File: src/design/dcc_pkg.sv
`timescale 1ns / 1ps
// ----------------------------------------------------------------------------
// dcc_pkg: shared types and constants for the day count to date converter
// Field widths, calendar constants, the month length table and the status
// structs that pass between the sequencer and its arithmetic units.
// ----------------------------------------------------------------------------
package dcc_pkg;

    localparam int unsigned COUNT_W = 22;
    localparam int unsigned YEAR_W  = 14;
    localparam int unsigned MONTH_W = 4;
    localparam int unsigned DAY_W   = 5;
    localparam int unsigned WDAY_W  = 3;

    // Day counts
    localparam logic [COUNT_W-1:0] LAST_COUNT     = 22'd2921939;
    localparam logic [COUNT_W-1:0] DAYS_400       = 22'd146097;
    localparam logic [COUNT_W-1:0] DAYS_CENT_LEAP = 22'd36525;
    localparam logic [COUNT_W-1:0] DAYS_CENT      = 22'd36524;
    localparam logic [COUNT_W-1:0] DAYS_4Y        = 22'd1461;
    localparam logic [COUNT_W-1:0] DAYS_LEAP_YEAR = 22'd366;
    localparam logic [COUNT_W-1:0] DAYS_YEAR      = 22'd365;

    // Year counts
    localparam logic [YEAR_W-1:0] YEAR_BASE  = 14'd2000;
    localparam logic [YEAR_W-1:0] YEARS_400  = 14'd400;
    localparam logic [YEAR_W-1:0] YEARS_CENT = 14'd100;
    localparam logic [YEAR_W-1:0] YEARS_4    = 14'd4;

    localparam logic [MONTH_W-1:0] MONTH_DEC = 4'd11;
    localparam logic [MONTH_W-1:0] MONTH_FEB = 4'd1;
    localparam logic [MONTH_W-1:0] MONTH_APR = 4'd3;
    localparam logic [MONTH_W-1:0] MONTH_JUN = 4'd5;
    localparam logic [MONTH_W-1:0] MONTH_SEP = 4'd8;
    localparam logic [MONTH_W-1:0] MONTH_NOV = 4'd10;

    typedef struct packed {
        logic               ge;
        logic [COUNT_W-1:0] diff;
    } sub_res_t;

    typedef struct packed {
        logic              ready;
        logic [WDAY_W-1:0] rem;
    } mod7_stat_t;

    // Days in month, month numbered from zero
    function automatic logic [DAY_W-1:0] month_len(logic leap, logic [MONTH_W-1:0] m);
        logic [DAY_W-1:0] len;
        unique case (m)
            MONTH_FEB: len = leap ? 5'd29 : 5'd28;
            MONTH_APR, MONTH_JUN, MONTH_SEP, MONTH_NOV: len = 5'd30;
            default: len = 5'd31;
        endcase
        return len;
    endfunction

endpackage

File: src/design/dcc_sub_unit.sv
`timescale 1ns / 1ps
// ----------------------------------------------------------------------------
// dcc_sub_unit: shared compare and subtract unit
// Computes a - b and whether a >= b from one subtractor with borrow.
// ----------------------------------------------------------------------------
module dcc_sub_unit (
    input  logic [dcc_pkg::COUNT_W-1:0] a,
    input  logic [dcc_pkg::COUNT_W-1:0] b,
    output dcc_pkg::sub_res_t           res
);
    import dcc_pkg::*;

    logic               borrow;
    logic [COUNT_W-1:0] diff;

    assign {borrow, diff} = {1'b0, a} - {1'b0, b};
    assign res.ge   = ~borrow;
    assign res.diff = diff;

endmodule

File: src/design/dcc_mod7.sv
`timescale 1ns / 1ps
// ----------------------------------------------------------------------------
// dcc_mod7: remainder by seven
// Since 8 is 1 modulo 7, folds the count in 3-bit groups: the loaded count
// is registered, then its group sum, which is folded twice more to the
// registered remainder.
// ----------------------------------------------------------------------------
module dcc_mod7 (
    input  logic                        clk,
    input  logic                        rst_n,
    input  logic                        load,
    input  logic [dcc_pkg::COUNT_W-1:0] value,
    output dcc_pkg::mod7_stat_t         stat
);
    import dcc_pkg::*;

    localparam int unsigned CHUNKS = (COUNT_W + 2) / 3;
    localparam int unsigned PAD_W  = 3 * CHUNKS;
    localparam int unsigned SUM_W  = 6;
    localparam logic [1:0]  STAGES = 2'd2;

    logic [COUNT_W-1:0] value_reg, value_next;
    logic [SUM_W-1:0]   fold_reg, fold_next;
    logic [WDAY_W-1:0]  rem_reg, rem_next;
    logic [1:0]         cnt_reg, cnt_next;
    logic [PAD_W-1:0]   padded;
    logic [3:0]         fold2;
    logic [3:0]         fold3;

    assign padded = {{(PAD_W - COUNT_W){1'b0}}, value_reg};

    // Sum the 3-bit groups of the held count
    always_comb
    begin
        fold_next = '0;
        for (int i = 0; i < int'(CHUNKS); i++)
            fold_next = fold_next + SUM_W'(padded[3*i +: 3]);
    end

    assign fold2 = {1'b0, fold_reg[5:3]} + {1'b0, fold_reg[2:0]};
    assign fold3 = {1'b0, fold2[2:0]} + {3'b000, fold2[3]};

    always_comb
    begin
        value_next = value_reg;
        rem_next   = rem_reg;
        cnt_next   = cnt_reg;
        if (load)
        begin
            value_next = value;
            cnt_next   = STAGES;
        end
        else if (cnt_reg != '0)
        begin
            cnt_next = cnt_reg - 1'b1;
            // last fold: seven wraps to zero
            if (cnt_reg == 2'd1)
                rem_next = (fold3 == 4'd7) ? '0 : fold3[WDAY_W-1:0];
        end
    end

    always_ff @(posedge clk or negedge rst_n)
    begin
        if (!rst_n)
        begin
            cnt_reg <= '0;
            rem_reg <= '0;
        end
        else
        begin
            cnt_reg <= cnt_next;
            rem_reg <= rem_next;
        end
    end

    always_ff @(posedge clk)
    begin
        value_reg <= value_next;
        fold_reg  <= fold_next;
    end

    assign stat.ready = (cnt_reg == '0);
    assign stat.rem   = rem_reg;

    a_rem_below_seven: assert property (@(posedge clk) disable iff (!rst_n)
        rem_reg <= 3'd6)
        else $error("mod7 remainder out of range");

    a_load_restarts: assert property (@(posedge clk) disable iff (!rst_n)
        load |=> !stat.ready)
        else $error("mod7 ready right after load");

    a_ready_holds: assert property (@(posedge clk) disable iff (!rst_n)
        (stat.ready && !load) |=> (stat.ready && $stable(rem_reg)))
        else $error("mod7 result changed without a load");

endmodule

File: src/design/day_count_to_calendar_date_core.sv
`timescale 1ns / 1ps
// ----------------------------------------------------------------------------
// day_count_to_calendar_date_core: day count to Gregorian date converter
// Turns a count of days since 2000-01-01 into year, month, day and weekday.
// ----------------------------------------------------------------------------
// Usage:
//   Drive day_count and raise start while busy is low; that edge takes the
//   transaction and busy goes high until the result is out.
//   The result appears on year, month, day_of_month, weekday and
//   out_of_range, marked by done, high for exactly one cycle. There is no
//   backpressure: the receiver must capture it on that cycle.
//   The steps run on the one shared subtractor: range check, 5 steps of
//   400-year division, 1 to 4 century steps, one shift step, 5 steps of
//   4-year division, one unshift step, 1 to 4 year steps, 1 to 12 month
//   steps and one step to register the result and raise done. The weekday
//   remainder runs alongside and is ready before that last step, so it
//   never adds latency. A count past 9999-12-31 stops after the range check
//   and raises done with out_of_range set and the other fields zero. busy
//   drops on the cycle done is high, so the next start may be taken at the
//   edge ending that cycle, and not before the last result is out.
//   Reset (rst_n low) returns the sequencer to idle and clears done; no
//   conversion in flight survives it.
// ----------------------------------------------------------------------------
module day_count_to_calendar_date_core (
    input  logic                        clk,
    input  logic                        rst_n,
    input  logic                        start,
    output logic                        busy,
    input  logic [dcc_pkg::COUNT_W-1:0] day_count,
    output logic                        done,
    output logic [dcc_pkg::YEAR_W-1:0]  year,
    output logic [dcc_pkg::MONTH_W-1:0] month,
    output logic [dcc_pkg::DAY_W-1:0]   day_of_month,
    output logic [dcc_pkg::WDAY_W-1:0]  weekday,
    output logic                        out_of_range
);
    import dcc_pkg::*;

    typedef enum logic [9:0] {
        S_IDLE   = 10'b00_0000_0001,
        S_RANGE  = 10'b00_0000_0010,
        S_DIV400 = 10'b00_0000_0100,
        S_CENT   = 10'b00_0000_1000,
        S_FIX1   = 10'b00_0001_0000,
        S_DIV4   = 10'b00_0010_0000,
        S_FIX2   = 10'b00_0100_0000,
        S_YEARS  = 10'b00_1000_0000,
        S_MONTHS = 10'b01_0000_0000,
        S_DONE   = 10'b10_0000_0000
    } state_t;

    localparam logic [2:0] DIV_TOP = 3'd4;

    state_t state_reg, state_next;

    logic [COUNT_W-1:0] d_reg, d_next;
    logic [YEAR_W-1:0]  yr_acc_reg, yr_acc_next;
    logic [1:0]         c_reg, c_next;
    logic [1:0]         y_reg, y_next;
    logic [MONTH_W-1:0] m_reg, m_next;
    logic [2:0]         k_reg, k_next;
    logic               q4nz_reg, q4nz_next;
    logic               noleap_reg, noleap_next;

    logic               done_reg, done_next;
    logic [YEAR_W-1:0]  res_year_reg, res_year_next;
    logic [MONTH_W-1:0] res_month_reg, res_month_next;
    logic [DAY_W-1:0]   res_day_reg, res_day_next;
    logic [WDAY_W-1:0]  res_wday_reg, res_wday_next;
    logic               res_oor_reg, res_oor_next;

    logic [COUNT_W-1:0] sub_b;
    sub_res_t           sub;
    mod7_stat_t         m7;
    logic               m7_load;
    logic [YEAR_W-1:0]  yr_inc;
    logic               leap;

    dcc_sub_unit u_sub (
        .a   (d_reg),
        .b   (sub_b),
        .res (sub)
    );

    assign m7_load = (state_reg == S_IDLE) && start;

    dcc_mod7 u_mod7 (
        .clk   (clk),
        .rst_n (rst_n),
        .load  (m7_load),
        .value (day_count),
        .stat  (m7)
    );

    assign leap = (y_reg == 2'd0) && !noleap_reg;

    // Operand for the shared subtractor
    always_comb
    begin
        unique case (state_reg)
            S_RANGE:  sub_b = LAST_COUNT + 1'b1;
            S_DIV400: sub_b = DAYS_400 << k_reg;
            S_CENT:   sub_b = (c_reg == 2'd0) ? DAYS_CENT_LEAP : DAYS_CENT;
            // subtracting all ones adds one: later centuries skip the leap
            // day of their first year, so shift them onto the 1461 grid
            S_FIX1:   sub_b = (c_reg != 2'd0) ? '1 : '0;
            S_DIV4:   sub_b = DAYS_4Y << k_reg;
            // undo the shift when still in the first four years of the century
            S_FIX2:   sub_b = (c_reg != 2'd0 && !q4nz_reg) ? COUNT_W'(1) : '0;
            S_YEARS:  sub_b = (y_reg == 2'd0 && !noleap_reg) ? DAYS_LEAP_YEAR : DAYS_YEAR;
            S_MONTHS: sub_b = COUNT_W'(month_len(leap, m_reg));
            default:  sub_b = '0;
        endcase
    end

    always_comb
    begin
        unique case (state_reg)
            S_DIV400: yr_inc = YEARS_400 << k_reg;
            S_CENT:   yr_inc = YEARS_CENT;
            S_DIV4:   yr_inc = YEARS_4 << k_reg;
            S_YEARS:  yr_inc = YEAR_W'(1);
            default:  yr_inc = '0;
        endcase
    end

    always_comb
    begin
        state_next     = state_reg;
        d_next         = d_reg;
        yr_acc_next    = yr_acc_reg;
        c_next         = c_reg;
        y_next         = y_reg;
        m_next         = m_reg;
        k_next         = k_reg;
        q4nz_next      = q4nz_reg;
        noleap_next    = noleap_reg;
        done_next      = 1'b0;
        res_year_next  = res_year_reg;
        res_month_next = res_month_reg;
        res_day_next   = res_day_reg;
        res_wday_next  = res_wday_reg;
        res_oor_next   = res_oor_reg;

        unique case (state_reg)
            S_IDLE:
            begin
                if (start)
                begin
                    d_next      = day_count;
                    yr_acc_next = YEAR_BASE;
                    c_next      = '0;
                    y_next      = '0;
                    m_next      = '0;
                    k_next      = DIV_TOP;
                    q4nz_next   = 1'b0;
                    state_next  = S_RANGE;
                end
            end
            S_RANGE:
            begin
                if (sub.ge)
                begin
                    done_next      = 1'b1;
                    res_year_next  = '0;
                    res_month_next = '0;
                    res_day_next   = '0;
                    res_wday_next  = '0;
                    res_oor_next   = 1'b1;
                    state_next     = S_IDLE;
                end
                else
                begin
                    state_next = S_DIV400;
                end
            end
            S_DIV400:
            begin
                if (sub.ge)
                begin
                    d_next      = sub.diff;
                    yr_acc_next = yr_acc_reg + yr_inc;
                end
                if (k_reg == '0)
                    state_next = S_CENT;
                else
                    k_next = k_reg - 1'b1;
            end
            S_CENT:
            begin
                if (sub.ge && c_reg != 2'd3)
                begin
                    d_next      = sub.diff;
                    yr_acc_next = yr_acc_reg + yr_inc;
                    c_next      = c_reg + 1'b1;
                end
                else
                begin
                    state_next = S_FIX1;
                end
            end
            S_FIX1:
            begin
                d_next     = sub.diff;
                k_next     = DIV_TOP;
                state_next = S_DIV4;
            end
            S_DIV4:
            begin
                if (sub.ge)
                begin
                    d_next      = sub.diff;
                    yr_acc_next = yr_acc_reg + yr_inc;
                    q4nz_next   = 1'b1;
                end
                if (k_reg == '0)
                    state_next = S_FIX2;
                else
                    k_next = k_reg - 1'b1;
            end
            S_FIX2:
            begin
                d_next      = sub.diff;
                noleap_next = (c_reg != 2'd0) && !q4nz_reg;
                state_next  = S_YEARS;
            end
            S_YEARS:
            begin
                if (sub.ge && y_reg != 2'd3)
                begin
                    d_next      = sub.diff;
                    yr_acc_next = yr_acc_reg + yr_inc;
                    y_next      = y_reg + 1'b1;
                end
                else
                begin
                    state_next = S_MONTHS;
                end
            end
            S_MONTHS:
            begin
                if (sub.ge && m_reg != MONTH_DEC)
                begin
                    d_next = sub.diff;
                    m_next = m_reg + 1'b1;
                end
                else
                begin
                    state_next = S_DONE;
                end
            end
            S_DONE:
            begin
                // hold until the weekday remainder has finished
                if (m7.ready)
                begin
                    done_next      = 1'b1;
                    res_year_next  = yr_acc_reg;
                    res_month_next = m_reg + 1'b1;
                    res_day_next   = d_reg[DAY_W-1:0] + 1'b1;
                    res_wday_next  = m7.rem;
                    res_oor_next   = 1'b0;
                    state_next     = S_IDLE;
                end
            end
            default:
            begin
                state_next = S_IDLE;
            end
        endcase
    end

    always_ff @(posedge clk or negedge rst_n)
    begin
        if (!rst_n)
        begin
            state_reg <= S_IDLE;
            done_reg  <= 1'b0;
        end
        else
        begin
            state_reg <= state_next;
            done_reg  <= done_next;
        end
    end

    always_ff @(posedge clk)
    begin
        d_reg         <= d_next;
        yr_acc_reg    <= yr_acc_next;
        c_reg         <= c_next;
        y_reg         <= y_next;
        m_reg         <= m_next;
        k_reg         <= k_next;
        q4nz_reg      <= q4nz_next;
        noleap_reg    <= noleap_next;
        res_year_reg  <= res_year_next;
        res_month_reg <= res_month_next;
        res_day_reg   <= res_day_next;
        res_wday_reg  <= res_wday_next;
        res_oor_reg   <= res_oor_next;
    end

    assign busy         = (state_reg != S_IDLE);
    assign done         = done_reg;
    assign year         = res_year_reg;
    assign month        = res_month_reg;
    assign day_of_month = res_day_reg;
    assign weekday      = res_wday_reg;
    assign out_of_range = res_oor_reg;

    a_done_not_busy: assert property (@(posedge clk) disable iff (!rst_n)
        done |-> !busy)
        else $error("result strobe while busy");

    a_accept_goes_busy: assert property (@(posedge clk) disable iff (!rst_n)
        (start && !busy) |=> busy)
        else $error("accepted transaction did not raise busy");

    a_oor_zero: assert property (@(posedge clk) disable iff (!rst_n)
        (done && out_of_range) |->
            (year == '0 && month == '0 && day_of_month == '0 && weekday == '0))
        else $error("out of range result carries nonzero fields");

    a_date_legal: assert property (@(posedge clk) disable iff (!rst_n)
        (done && !out_of_range) |->
            (year >= YEAR_BASE && year <= 14'd9999 && month >= 4'd1 &&
             month <= 4'd12 && day_of_month >= 5'd1 && weekday <= 3'd6))
        else $error("converted date out of legal range");

endmodule

File: config.mk
export PLATFORM = sky130hd
export DESIGN_NAME = day_count_to_calendar_date_core
export DESIGN_NICKNAME = d
export VERILOG_FILES = /design/src/design/dcc_pkg.sv /design/src/design/dcc_sub_unit.sv /design/src/design/dcc_mod7.sv /design/src/design/day_count_to_calendar_date_core.sv
export SDC_FILE = /design/constraint.sdc
export NUM_CORES = 1
export LEC_CHECK = 0
export BUFFER_PORTS_ARGS = -buffer_cell sky130_fd_sc_hd__buf_2
export CORE_ASPECT_RATIO = 1.5
export CORE_MARGIN = 8
export CORE_UTILIZATION = 35
export DETAILED_ROUTE_END_ITERATION = 6
export PLACE_DENSITY = 0.47
export SYNTH_ARGS = -nofsm -noshare
export SYNTH_HDL_FRONTEND = slang
export SYNTH_SLANG_ARGS = --single-unit
File: constraint.sdc
create_clock -name clk -period 7.8 [get_ports clk]
set_input_delay 1.17 -clock clk [delete_from_list [all_inputs] [get_ports clk]]
set_output_delay 1.17 -clock clk [all_outputs]
set_load 0.1 [all_outputs]
==> run summary <==
status: finished clean
Worst Skew: 0.008096 ns
Synth Instances: 764
number of remaining DRC errors: 0
Layout area overhead: 14.76%
layout cell share with drive strength beyond 1: 0.1393
CTS clk-pin slew, worst paths: 0.06 ns
prevailing post-synth register cell: edfxtp_1
nets: 928
top-area cell type share of the netlist area: 0.3766
min-delay worst type: reg -> reg
commonest non-fill, non-tap cell in the layout: edfxtp_1
min cycle time layout: 6.039 ns
clock tree from TritonCTS: built
Critical Path Source Type: register
post-CTS setup buffers: 0
Achievable Freq: 165.6 MHz
# rows: 67
Yosys top cell by area: edfxtp_1
initial drt markers: 282
CP Capture Point: d_reg[16]
post-synthesis sequential element count: 120
DP HPWL: 15.03 mm
nature of the critical path endpoint: register
Vias/cell: 5.149
Die Footprint: 0.02746 mm2
global-route wire length before repair: 31.15 mm
DRT antenna net count: 0
die height: 199.0 um
GR Overflow Total: 0
CP Max Fanout: 22
I/O pin count: 54
gr usage total: 0.1485
placed insts: 1,077
GP Congestion: 0.8664
Worst slew margin: 0.3143
mapped cell area: 0.007814 mm2
Num CTS Buffers: 17
Post-Synthesis Net Count: 872
Die W: 138.0 um
RSZ-0062 raised after global routing: false
Synth cell types: 70
worst skew pair latency: 0.43 ns
largest net degree at the start of global routing: 43
Non-Filler Instances: 1,109
WP data required: 7.84 ns
most frequent cells in the layout: edfxtp_1 (98), nand2_1 (72), ha_1 (67)
critical path class: reg -> reg
R2R setup slack: 1.76 ns
register area share after synthesis: 0.4434
1st-pass router iterations: 4
initial antenna violation count: 0
Critical Path AT: 6.08 ns
Hold Path Cell Cnt: 2
RR Endpoint: d_reg[16]
H-tree levels: 4
cts repair resizes: 0
Fin. Hold Viols: 0
mean area per synthesized cell: 10.23 um2
Fin Setup TNS: 0 ns
slowest stage delay, CP: 0.88 ns
fin. max-slew vios: 0
clk root buf: clkbuf_16
clk sink count: 120
final setup violation count: 0
max cap viols: 0
core area: 0.02213 mm2
clk buf depth: 2
antenna diode count: 0
crit path cell chain: or2_1, nor4_4, nand4b_1, inv_1, ha_1, nand2_1, a21boi_0, a211oi_1, nor3_1, ha_1, nand4_1, a211o_1, a21oi_1, o21ai_0, a21boi_1, a221oi_2, buf_4, o21ai_0, and3_1
Reg2Reg Depth: 19
WL final: 19.16 mm
Min-Delay Startpoint: u_mod7.cnt_reg[1]
Starting Density: 0.3531
largest cells by area after synthesis: edfxtp_1 (38%), ha_1 (11%), dfrtp_1 (4.8%), fa_1 (4.1%), o21ai_0 (3.9%)
Tcrit/Tclk final: 0.7743
warning count from the yosys run: 0
worst r2r src: state_reg[3]
LEAKAGE: 3.746 nW
fraction of registers with async set/reset: 0.1333
vias in the first global route: 6,014
Peak supply drop: 469.5 uV
pwr/cell area: 476.5 mW/mm2
Port Buffers: 53
Worst Max-Slew Pin Slew: 1.029 ns
DR vias: 5,710
routed len/inst: 17.27 um
number of synthesized flops with an enable pin: 98
Post-CTS Hold Fix Bufs: 0
CP startpoint: state_reg[3]
Slowest cell on crit path: and3_1
[cells in the mapped netlist (3+ instances only)]
master / instances
xor2_1: 18
ha_1: 67
mux2i_1: 4
dfxtp_1: 6
or2_1: 3
a21o_1: 13
o21bai_1: 8
buf_1: 3
edfxtp_1: 98
mux2_2: 3
and3_1: 7
buf_2: 4
and2_1: 23
nand4b_1: 3
a21oi_1: 44
nand2b_1: 14
nor3b_2: 3
inv_1: 53
o31ai_1: 6
nor2b_1: 6
nand2_1: 72
clkbuf_1: 15
nand3_1: 17
o21ai_0: 61
a211oi_1: 9
nor3_1: 17
a22oi_1: 3
nor2_1: 65
fa_1: 16
a31oi_1: 10
dfrtp_1: 15
xnor2_1: 25
a211o_1: 3
[stage by stage]
step                      hold WS [ns]  setup WS (ns)  utilization  total power, mW  instance area (um2)
after floorplan                 0.4667          1.693            -            2.933                 7814
after global placement          0.4776          1.961       0.3790            3.511                 8388
after detailed placement        0.4896          1.730       0.3790            3.539                 8388
after CTS                       0.5015          1.708       0.4052            4.346                 8967
after global routing            0.5606          1.215       0.4052            4.642                 8967
final                           0.5011          1.761       0.4052            4.273                 8967
[routing by layer]
| layer | GRT usage | up-vias | wire (um) |
|---|---|---|---|
| met5 | 0 | - | 0 |
| met4 | 0.07391 | 0 | 607 |
| met3 | 0.03564 | 36 | 740 |
| met2 | 0.2637 | 98 | 10200 |
| met1 | 0.1594 | 2724 | 7606 |
| li1 | - | 2852 | - |
[how the worst min path moves through the flow]
stage / to / slack [ns]
floorplan: u_mod7.cnt_reg[1] / 0.47
global placement: u_mod7.cnt_reg[1] / 0.48
detailed placement: u_mod7.cnt_reg[1] / 0.49
CTS: u_mod7.cnt_reg[1] / 0.50
global route: u_mod7.cnt_reg[1] / 0.56
finish: u_mod7.cnt_reg[1] / 0.50
[area by class of cell]
type,instances,area [um2]
Clock buffer,17,425.4
Multi-Input combinational cell,564,4045
Sequential cell,120,3465
Tap cell,276,345.3
Fill cell,2209,13160
Timing Repair Buffer,60,317.8
Clock inverter,15,153.9
Inverter,57,215.2
[critical path: cells and delay by family, from the launching register on]
| kind | cells | cell delay [ns] |
|---|---|---|
| buf+inv | 2 | 0.54 |
| flops | 1 | 0.49 |
| fa+ha+maj | 2 | 0.64 |
| simple gates | 7 | 2.31 |
| compound gates | 8 | 1.66 |
[kinds of logic (layout without fill, tap and decap cells)]
kind of cell	count (synthesis)	after routing	synth area share
fa+ha+maj	83	83	0.1483
buf+inv	80	149	0.04019
flops	120	120	0.4434
xor+xnor	43	43	0.04820
mux	8	8	0.01137
simple gates	250	250	0.1648
compound gates	180	180	0.1438
[power by group]
group          internal, mW  switching [mW]
Sequential             1.00           0.132
Clock                 0.470           0.308
Combinational         0.870            1.49
Total                  2.34            1.93
Power figures use the tool's default switching activity.
